## config.mk

```make
export PLATFORM = sky130hd
export DESIGN_NAME = dns_response_a_record_extractor
export DESIGN_NICKNAME = d
export VERILOG_FILES = /design/src/hw/rtl/dnsa_pkg.sv /design/src/hw/rtl/dns_response_a_record_extractor.sv
export SDC_FILE = /design/constraint.sdc
export NUM_CORES = 1
export LEC_CHECK = 0
export ABC_CLOCK_PERIOD_IN_PS = 11400
export BUFFER_PORTS_ARGS = -buffer_cell sky130_fd_sc_hd__buf_2
export CAP_MARGIN = 0
export CORE_MARGIN = 2
export CORE_UTILIZATION = 55
export DETAILED_ROUTE_END_ITERATION = 6
export GPL_ROUTABILITY_DRIVEN = 0
export PLACE_DENSITY = 0.73
export SYNTH_ARGS = -nofsm -noshare
export SYNTH_HDL_FRONTEND = slang
export SYNTH_SLANG_ARGS = --single-unit
```

## constraint.sdc

```tcl
create_clock -name clk_i -period 11.4 [get_ports clk_i]
set_clock_uncertainty 0.2 [all_clocks]
set_input_delay 1.71 -clock clk_i [delete_from_list [all_inputs] [get_ports clk_i]]
set_output_delay 1.71 -clock clk_i [all_outputs]
set_load 0.05 [all_outputs]
```

## src/hw/rtl/dnsa_pkg.sv

```systemverilog
// Package with the constants, codes and types of the DNS response A-record extractor.
package dnsa_pkg;

  // Bytes of a packet that are parsed; later bytes are dropped until the end mark.
  localparam int unsigned MaxBytes  = 1024;
  localparam int unsigned OffWidth  = $clog2(MaxBytes + 1);

  // Header layout.
  localparam int unsigned HdrBytes     = 12;
  localparam int unsigned HdrRcodeOff  = 3;
  localparam int unsigned HdrAnCntHi   = 6;
  localparam int unsigned HdrAnCntLo   = 7;
  localparam int unsigned HdrLastOff   = 11;

  // Name and record layout.
  localparam logic [7:0]  PtrMask      = 8'hC0;
  localparam logic [7:0]  RcodeMask    = 8'h0F;
  localparam logic [3:0]  QFixLen      = 4'd4;
  localparam logic [3:0]  AFixLen      = 4'd10;
  localparam logic [3:0]  AFixTypeHi   = 4'd0;
  localparam logic [3:0]  AFixTypeLo   = 4'd1;
  localparam logic [3:0]  AFixRdlenHi  = 4'd8;
  localparam logic [3:0]  AFixRdlenLo  = 4'd9;
  localparam logic [3:0]  AddrLen      = 4'd4;
  localparam logic [15:0] TypeA        = 16'd1;
  localparam logic [15:0] RdlenA       = 16'd4;

  // Result width on the output stream, padded to whole bytes.
  localparam int unsigned ResWidth  = 36;
  localparam int unsigned OutWidth  = 40;

  // Parser phases, one-hot.
  typedef enum logic [11:0] {
    PH_HDR    = 12'b0000_0000_0001,
    PH_QLEN   = 12'b0000_0000_0010,
    PH_QLABEL = 12'b0000_0000_0100,
    PH_QPTR   = 12'b0000_0000_1000,
    PH_QFIX   = 12'b0000_0001_0000,
    PH_ALEN   = 12'b0000_0010_0000,
    PH_ALABEL = 12'b0000_0100_0000,
    PH_APTR   = 12'b0000_1000_0000,
    PH_AFIX   = 12'b0001_0000_0000,
    PH_RDSKIP = 12'b0010_0000_0000,
    PH_ADDR   = 12'b0100_0000_0000,
    PH_DONE   = 12'b1000_0000_0000
  } phase_e;

  // Result status codes.
  typedef enum logic [2:0] {
    ST_OK     = 3'd0,
    ST_SHORT  = 3'd1,
    ST_RCODE  = 3'd2,
    ST_QTRUNC = 3'd3,
    ST_NOA    = 3'd4
  } status_e;

  // One result; found sits in the lowest bit.
  typedef struct packed {
    status_e     status;
    logic [31:0] address;
    logic        found;
  } result_t;

endpackage

```

## src/hw/rtl/dns_response_a_record_extractor.sv

```systemverilog
// DNS response parser that extracts the first IPv4 A-record address of a packet.
//
//  Channel   Direction  Payload
//  s_axis    in         tdata[7:0] response byte, tlast marks the final byte
//  m_axis    out        tdata[0] found, [32:1] address, [35:33] status, [39:36] zero
//
// One byte is taken per clock unless the stall below holds it: the byte enters an
// input register and the parser state is updated from it, and for a final byte
// the result is loaded from there into the output register. The only stall is a
// final byte meeting a result that still waits in the output register. Reset
// clears the parser to the header phase and empties both registers.
module dns_response_a_record_extractor (
  input  logic        clk_i,
  input  logic        rst_ni,
  input  logic        s_axis_tvalid,
  output logic        s_axis_tready,
  input  logic [7:0]  s_axis_tdata,   // data_byte
  input  logic        s_axis_tlast,   // last_byte
  output logic        m_axis_tvalid,
  input  logic        m_axis_tready,
  output logic [39:0] m_axis_tdata    // found, address[31:0], status[2:0], zero pad
);

  // Input register.
  logic       in_valid_q;
  logic [7:0] in_byte_q;
  logic       in_last_q;

  // Parser state.
  logic [dnsa_pkg::OffWidth-1:0] byte_offset_q, byte_offset_d;
  dnsa_pkg::phase_e              phase_q, phase_d;
  logic [15:0]                   skip_count_q, skip_count_d;
  logic [15:0]                   answers_left_q, answers_left_d;
  logic [3:0]                    fix_idx_q, fix_idx_d;
  logic [15:0]                   record_type_q, record_type_d;
  logic [15:0]                   rdata_length_q, rdata_length_d;
  logic [31:0]                   address_q, address_d;
  logic                          error_q, error_d;
  logic                          held_q, held_d;

  // Output register.
  logic                          out_valid_q;
  dnsa_pkg::result_t             out_res_q;
  dnsa_pkg::result_t             res_d;

  logic                          advance;
  logic                          take;
  logic [15:0]                   skip_dec;
  logic [15:0]                   answers_dec;
  logic [3:0]                    fix_inc;
  logic [15:0]                   rdlen_new;
  dnsa_pkg::status_e             status;

  // The parse stage moves unless a final byte would overwrite a waiting result.
  assign advance = !(in_valid_q && in_last_q && out_valid_q && !m_axis_tready);
  assign s_axis_tready = !in_valid_q || advance;
  assign take = in_valid_q && advance;

  always_ff @(posedge clk_i or negedge rst_ni) begin
    if (!rst_ni) begin
      in_valid_q <= 1'b0;
    end else if (s_axis_tready) begin
      in_valid_q <= s_axis_tvalid;
    end
  end

  always_ff @(posedge clk_i) begin
    if (s_axis_tready && s_axis_tvalid) begin
      in_byte_q <= s_axis_tdata;
      in_last_q <= s_axis_tlast;
    end
  end

  assign skip_dec    = skip_count_q - 16'd1;
  assign answers_dec = answers_left_q - 16'd1;
  assign fix_inc     = fix_idx_q + 4'd1;
  assign rdlen_new   = {rdata_length_q[15:8], in_byte_q};

  // Byte-by-byte parser step.
  always_comb begin
    byte_offset_d  = byte_offset_q;
    phase_d        = phase_q;
    skip_count_d   = skip_count_q;
    answers_left_d = answers_left_q;
    fix_idx_d      = fix_idx_q;
    record_type_d  = record_type_q;
    rdata_length_d = rdata_length_q;
    address_d      = address_q;
    error_d        = error_q;
    held_d         = held_q;
    if (byte_offset_q < dnsa_pkg::OffWidth'(dnsa_pkg::MaxBytes)) begin
      byte_offset_d = byte_offset_q + dnsa_pkg::OffWidth'(1);
      case (phase_q)
        dnsa_pkg::PH_HDR: begin
          if (byte_offset_q == dnsa_pkg::OffWidth'(dnsa_pkg::HdrRcodeOff) &&
              (in_byte_q & dnsa_pkg::RcodeMask) != 8'd0) begin
            error_d = 1'b1;
            phase_d = dnsa_pkg::PH_DONE;
          end else begin
            if (byte_offset_q == dnsa_pkg::OffWidth'(dnsa_pkg::HdrAnCntHi)) begin
              answers_left_d = {in_byte_q, 8'd0};
            end
            if (byte_offset_q == dnsa_pkg::OffWidth'(dnsa_pkg::HdrAnCntLo)) begin
              answers_left_d = {answers_left_q[15:8], in_byte_q};
            end
            if (byte_offset_q == dnsa_pkg::OffWidth'(dnsa_pkg::HdrLastOff)) begin
              phase_d = dnsa_pkg::PH_QLEN;
            end
          end
        end
        dnsa_pkg::PH_QLEN, dnsa_pkg::PH_ALEN: begin
          if (in_byte_q == 8'd0) begin
            phase_d   = (phase_q == dnsa_pkg::PH_ALEN) ? dnsa_pkg::PH_AFIX
                                                       : dnsa_pkg::PH_QFIX;
            fix_idx_d = 4'd0;
          end else if ((in_byte_q & dnsa_pkg::PtrMask) == dnsa_pkg::PtrMask) begin
            phase_d = (phase_q == dnsa_pkg::PH_ALEN) ? dnsa_pkg::PH_APTR
                                                     : dnsa_pkg::PH_QPTR;
          end else begin
            skip_count_d = {8'd0, in_byte_q};
            phase_d      = (phase_q == dnsa_pkg::PH_ALEN) ? dnsa_pkg::PH_ALABEL
                                                          : dnsa_pkg::PH_QLABEL;
          end
        end
        dnsa_pkg::PH_QLABEL: begin
          skip_count_d = skip_dec;
          if (skip_dec == 16'd0) begin
            phase_d = dnsa_pkg::PH_QLEN;
          end
        end
        dnsa_pkg::PH_ALABEL: begin
          skip_count_d = skip_dec;
          if (skip_dec == 16'd0) begin
            phase_d = dnsa_pkg::PH_ALEN;
          end
        end
        dnsa_pkg::PH_QPTR: begin
          phase_d   = dnsa_pkg::PH_QFIX;
          fix_idx_d = 4'd0;
        end
        dnsa_pkg::PH_APTR: begin
          phase_d   = dnsa_pkg::PH_AFIX;
          fix_idx_d = 4'd0;
        end
        dnsa_pkg::PH_QFIX: begin
          fix_idx_d = fix_inc;
          if (fix_inc >= dnsa_pkg::QFixLen) begin
            fix_idx_d = 4'd0;
            phase_d   = (answers_left_q == 16'd0) ? dnsa_pkg::PH_DONE : dnsa_pkg::PH_ALEN;
          end
        end
        dnsa_pkg::PH_AFIX: begin
          if (fix_idx_q == dnsa_pkg::AFixTypeHi) begin
            record_type_d = {in_byte_q, 8'd0};
          end
          if (fix_idx_q == dnsa_pkg::AFixTypeLo) begin
            record_type_d = {record_type_q[15:8], in_byte_q};
          end
          if (fix_idx_q == dnsa_pkg::AFixRdlenHi) begin
            rdata_length_d = {in_byte_q, 8'd0};
          end
          if (fix_idx_q == dnsa_pkg::AFixRdlenLo) begin
            rdata_length_d = rdlen_new;
          end
          fix_idx_d = fix_inc;
          // The last fixed byte completes the rdata length.
          if (fix_inc >= dnsa_pkg::AFixLen) begin
            fix_idx_d = 4'd0;
            if (record_type_q == dnsa_pkg::TypeA && rdlen_new == dnsa_pkg::RdlenA) begin
              phase_d   = dnsa_pkg::PH_ADDR;
              address_d = 32'd0;
            end else if (rdlen_new == 16'd0) begin
              answers_left_d = answers_dec;
              phase_d = (answers_dec == 16'd0) ? dnsa_pkg::PH_DONE : dnsa_pkg::PH_ALEN;
            end else begin
              skip_count_d = rdlen_new;
              phase_d      = dnsa_pkg::PH_RDSKIP;
            end
          end
        end
        dnsa_pkg::PH_RDSKIP: begin
          skip_count_d = skip_dec;
          if (skip_dec == 16'd0) begin
            answers_left_d = answers_dec;
            phase_d = (answers_dec == 16'd0) ? dnsa_pkg::PH_DONE : dnsa_pkg::PH_ALEN;
          end
        end
        dnsa_pkg::PH_ADDR: begin
          address_d = {address_q[23:0], in_byte_q};
          fix_idx_d = fix_inc;
          if (fix_inc >= dnsa_pkg::AddrLen) begin
            held_d  = 1'b1;
            phase_d = dnsa_pkg::PH_DONE;
          end
        end
        default: begin
        end
      endcase
    end
  end

  // Status of the packet as it stands after the current byte.
  always_comb begin
    if (byte_offset_d < dnsa_pkg::OffWidth'(dnsa_pkg::HdrBytes)) begin
      status = dnsa_pkg::ST_SHORT;
    end else if (error_d) begin
      status = dnsa_pkg::ST_RCODE;
    end else if (phase_d == dnsa_pkg::PH_QLEN || phase_d == dnsa_pkg::PH_QLABEL ||
                 phase_d == dnsa_pkg::PH_QPTR || phase_d == dnsa_pkg::PH_QFIX) begin
      status = dnsa_pkg::ST_QTRUNC;
    end else if (held_d) begin
      status = dnsa_pkg::ST_OK;
    end else begin
      status = dnsa_pkg::ST_NOA;
    end
    res_d.status  = status;
    res_d.found   = (status == dnsa_pkg::ST_OK);
    res_d.address = (status == dnsa_pkg::ST_OK) ? address_d : 32'd0;
  end

  // Parser state registers; the final byte returns them to the reset state.
  always_ff @(posedge clk_i or negedge rst_ni) begin
    if (!rst_ni) begin
      byte_offset_q  <= '0;
      phase_q        <= dnsa_pkg::PH_HDR;
      skip_count_q   <= 16'd0;
      answers_left_q <= 16'd0;
      fix_idx_q      <= 4'd0;
      record_type_q  <= 16'd0;
      rdata_length_q <= 16'd0;
      address_q      <= 32'd0;
      error_q        <= 1'b0;
      held_q         <= 1'b0;
    end else if (take) begin
      if (in_last_q) begin
        byte_offset_q  <= '0;
        phase_q        <= dnsa_pkg::PH_HDR;
        skip_count_q   <= 16'd0;
        answers_left_q <= 16'd0;
        fix_idx_q      <= 4'd0;
        record_type_q  <= 16'd0;
        rdata_length_q <= 16'd0;
        address_q      <= 32'd0;
        error_q        <= 1'b0;
        held_q         <= 1'b0;
      end else begin
        byte_offset_q  <= byte_offset_d;
        phase_q        <= phase_d;
        skip_count_q   <= skip_count_d;
        answers_left_q <= answers_left_d;
        fix_idx_q      <= fix_idx_d;
        record_type_q  <= record_type_d;
        rdata_length_q <= rdata_length_d;
        address_q      <= address_d;
        error_q        <= error_d;
        held_q         <= held_d;
      end
    end
  end

  // Output register: loaded on a final byte, emptied by the downstream transaction.
  always_ff @(posedge clk_i or negedge rst_ni) begin
    if (!rst_ni) begin
      out_valid_q <= 1'b0;
    end else if (take && in_last_q) begin
      out_valid_q <= 1'b1;
    end else if (m_axis_tready) begin
      out_valid_q <= 1'b0;
    end
  end

  always_ff @(posedge clk_i) begin
    if (take && in_last_q) begin
      out_res_q <= res_d;
    end
  end

  assign m_axis_tvalid = out_valid_q;
  assign m_axis_tdata  = {(dnsa_pkg::OutWidth - dnsa_pkg::ResWidth)'(0), out_res_q};

`ifndef SYNTHESIS
  // A stored result flags found exactly when its status is ok.
  a_found_ok: assert property (@(posedge clk_i) disable iff (!rst_ni)
    out_valid_q |-> (out_res_q.found == (out_res_q.status == dnsa_pkg::ST_OK)))
    else $error("found flag disagrees with status");

  // A complete address or an rcode error ends the parse.
  a_held_done: assert property (@(posedge clk_i) disable iff (!rst_ni)
    (held_q || error_q) |-> (phase_q == dnsa_pkg::PH_DONE))
    else $error("parse continues after address or error");

  // The byte counter saturates at the packet size limit.
  a_offset_max: assert property (@(posedge clk_i) disable iff (!rst_ni)
    byte_offset_q <= dnsa_pkg::OffWidth'(dnsa_pkg::MaxBytes))
    else $error("byte offset beyond limit");

  // A final byte that meets a waiting result never overwrites it.
  a_no_overwrite: assert property (@(posedge clk_i) disable iff (!rst_ni)
    (out_valid_q && !m_axis_tready) |=> (out_valid_q && $stable(out_res_q)))
    else $error("pending result lost");
`endif

endmodule
```

==> metrics.md <==
| Metric | Value |
|---|---|
| Clock Sinks | `between 150 and 200` |
| Critical Path End Type | `register` |
| Unrepaired setup endpoints after global routing | `false` |
| Pre-CTS WS | `just under 7 ns` |
| Worst hold slack | `~0.29 ns` |
| Worst slew margin | `around 21%` |
| Clock Pin Slew Worst Setup and Hold Paths | `roughly 0.07 ns` |
| M3 GR Usage | `between 6 and 7%` |
| # rows | `between 40 and 50` |
| DRC violations left | `1` |
| R2r worst-path depth | `12` |
| Fmax | `slightly above 0.2 GHz` |
| Full die area | `roughly 18000 µm²` |
| Total CTS buffers | `17` |
| Final Hold Vio Count | `0` |
| Crit Path Max Fanout | `35` |
| #FFs+latches synth | `~160` |
| Critical Path Start Type | `register` |
| Filler cells | `about 1400` |
| Hold-fix buffers, CTS | `0` |
| Die Wd | `about 130 µm` |
| Skew-Pair Late Insertion Delay | `approximately 0.45 ns` |
| ANT cells | `0` |
| Synth Warn # | `0` |
| Arrival time worst endpoint | `roughly 4.8 ns` |
| Synthesized cell area | `between 9000 and 10000 µm²` |
| Setup ws final | `6.56 ns` |
| CTS tree | `yes` |
| Number of global-route vias before repair | `between 7000 and 8000` |
| Layout Area Growth over Synthesis | `10.1%` |
| H-tree levels | `4` |
| Crit-path cells | `inv_1 > ha_1 > nor3b_2 > nand3_1 > a2111oi_2 > nand4_1 > a2111oi_2 > a2bb2oi_2 > xnor2_1 > mux2_2 > o21ai_4 > nor4_1` |
| WL/cell | `19.8 µm` |
| Distinct cells, synth | `between 80 and 90` |
| Initial antenna violation count | `0` |
| Leakage dissipation | `slightly above 4 nW` |
| Hold path startpoint | `record_type_q[5]` |
| Max Buffers Root-to-Sink | `2` |
| Hold Crit Class | `reg -> reg` |
| Post-synth EDFFs | `45` |
| Share of layout cells above drive strength 1 | `around an eighth` |
| GR peak layer | `met2` |
| Seq/Total Area, Yosys | `46.9%` |
| Final setup viols | `0` |
| Status | `complete, but fails checks` |
| Reg2Reg Launch Point | `skip_count_q[0]` |
| TNS Setup | `0 ns` |
| Detailed placer's ending HPWL | `15800 µm` |
| Fin nets | `1010` |
| Main flop type after synthesis | `dfrtp_1` |
| # IOs | `55` |
| Syn Area/Cell | `9.41 µm²` |
| Gate count after technology mapping | `approximately 980` |
| Iter 0 DRT Violations | `~1100` |
| Tcrit/Tclk final | `between 40% and 50%` |
| Total GRT Usage | `around 28%` |
| Total core area | `about 17000 µm²` |
| Met2 Use GR | `approximately two fifths` |
| Peak VDD IR | `between 0.0001 and 0.00015 V` |
| Crit path capture | `m_axis_tdata[14]` |
| Setup crit start | `skip_count_q[0]` |
| Slew @ Worst Pin | `between 1 and 1.5 ns` |
| Worst flop-to-flop path endpoint | `m_axis_tdata[14]` |
| Commonest non-fill, non-tap cell in the layout | `dfrtp_1` |
| Critical path's slowest cell | `o21ai_4` |
| First-pass GRT wire length | `39400 µm` |
| DIE HEIGHT | `approximately 130 µm` |
| Drt total wl | `~24000 µm` |
| PostCTS Resize Cnt | `0` |
| Vias/cell | `~6.6` |
| Vias | `about 8000` |
| Buffer count from post-CTS setup fixing | `0` |
| PortBufs | `50` |
| Crit-path max cell delay | `about 0.70 ns` |
| CTS Root Cell | `clkbuf_16` |
| Grt ovf | `0` |
| CP Data Required Time | `approximately 11 ns` |
| Final min period | `a little under 5 ns` |
| Most frequent cells in the layout | `118 x dfrtp_1, 84 x nor2_1, 84 x o21ai_0` |
| Initial Util | `55.9%` |
| Largest net degree at the start of global routing | `between 80 and 90` |
| Slew Limit Fails | `0` |
| Failing checks | `design-rule violations` |
| Initial DRT Pass Iterations | `7` |
| WS Path Type | `reg -> reg` |
| Post-synthesis async set-or-reset flop share | `between 70% and 80%` |
| Register Area | `between 4000 and 5000 µm²` |
| Post-DRT Antenna Nets | `0` |
| Reg2reg setup slack | `~6.6 ns` |
| Max-cap violations | `0` |
| Routing usage on met1 | `40.1%` |
| CP dominant cell by count | `a2111oi_2` |
| Power per cell area | `approximately 160 nW/µm²` |
| Multi-input gate area | `~4500 µm²` |
## metal layers
metal  vias to the layer above  wire length, µm  part of all wire (%)
li1                       3735                -                     -
met1                      3910            10500                    43
met2                       381            10900                    45
met3                        79             2010                   8.3
met4                         0              793                   3.3
met5                         -                0                     0
## metrics by stage
step | power (mW) | std cells | util [%] | cell area (µm²)
6_report | 1.66 | 1220 | 61.6 | 10200
5_1_grt | 1.74 | 1220 | 61.6 | 10200
4_1_cts | 1.66 | 1220 | 61.6 | 10200
3_5_place_dp | 1.07 | 1188 | 57.7 | 9540
3_3_place_gp | 1.06 | 1188 | 57.7 | 9540
2_1_floorplan | 0.978 | 985 | - | 9250
## power by group
group          switching (mW)  internal [mW]  leakage, nW
logic                   0.235          0.128         1.75
clock network           0.282          0.319        0.303
registers              0.0553          0.646         2.08
total                   0.572           1.09         4.13
## how the worst min path moves through the flow
stage / depth (start not counted) / end
3_5_place_dp: 2 / record_type_q[6]
6_report: 2 / record_type_q[5]
2_1_floorplan: 2 / record_type_q[0]
4_1_cts: 2 / record_type_q[6]
5_1_grt: 2 / record_type_q[6]
3_3_place_gp: 2 / record_type_q[6]
## cell usage after synthesis (all sizes together), types with 6 or more instances
master	count	share of area [%]
a21oi	47	2.5
clkbuf	61	2.5
nor3	31	1.8
ha	10	1.4
nor3b	7	0.62
a22oi	42	3.4
and3	9	0.61
nor4	51	3.8
dfrtp	118	32
nand2b	10	0.68
or2	8	0.54
or4	8	0.69
a31oi	9	0.61
o31ai	15	1.2
nand4	16	1.1
edfxtp	45	15
a22o	49	4.6
buf	16	1.1
nor4b	6	0.64
and2	10	0.68
nor2b	13	0.88
xor2	6	0.57
nand2	75	3.0
nand3	25	1.4
inv	19	0.77
o21ai	92	5.1
a32oi	6	0.65
nor2	86	3.5
xnor2	12	1.1
## state kept, by name, indices dropped and copies added (netlist names)
register	count
m_axis_tvalid	1
byte_offset_q	11
record_type_q	16
phase_q	12
rdata_length_q	8
fix_idx_q	4
m_axis_tdata	36
skip_count_q	16
in_valid_q	1
held_q	1
error_q	1
address_q	32
in_last_q	1
in_byte_q	8
answers_left_q	16
## critical path: cells and delay by family, from the launching register on
family	cells	cell delay, ns
buffers and inverters	1	0.11
AND/OR/NAND/NOR	4	1.05
flip-flops	1	0.46
multiplexers	1	0.31
AO/OA/AOI/OAI	4	2.05
adder cells (fa/ha/maj)	1	0.25
XOR/XNOR	1	0.09
## final cells by class
cell class | count | area share [%]
clock inverter | 15 | 2.08
inverter | 20 | 0.738
clock buffer | 17 | 4.18
multi-input combinational | 724 | 44.5
sequential | 164 | 42.6
timing repair buffer | 60 | 3.22
tap | 220 | 2.71
## cell families (layout without fill, tap and decap cells)
family	after synthesis	after routing	share of synthesized area, %
buffers and inverters	97	112	4.42
and+or+nand+nor	379	379	22.3
xor gates and xnor gates	18	18	1.71
DFF	164	164	46.9
muxes	4	4	0.447
AOI/OAI and AO/OA	309	309	22.9
adders and majority gates	10	10	1.35
other	1	4	0.0406
Power figures use the tool's default switching activity.
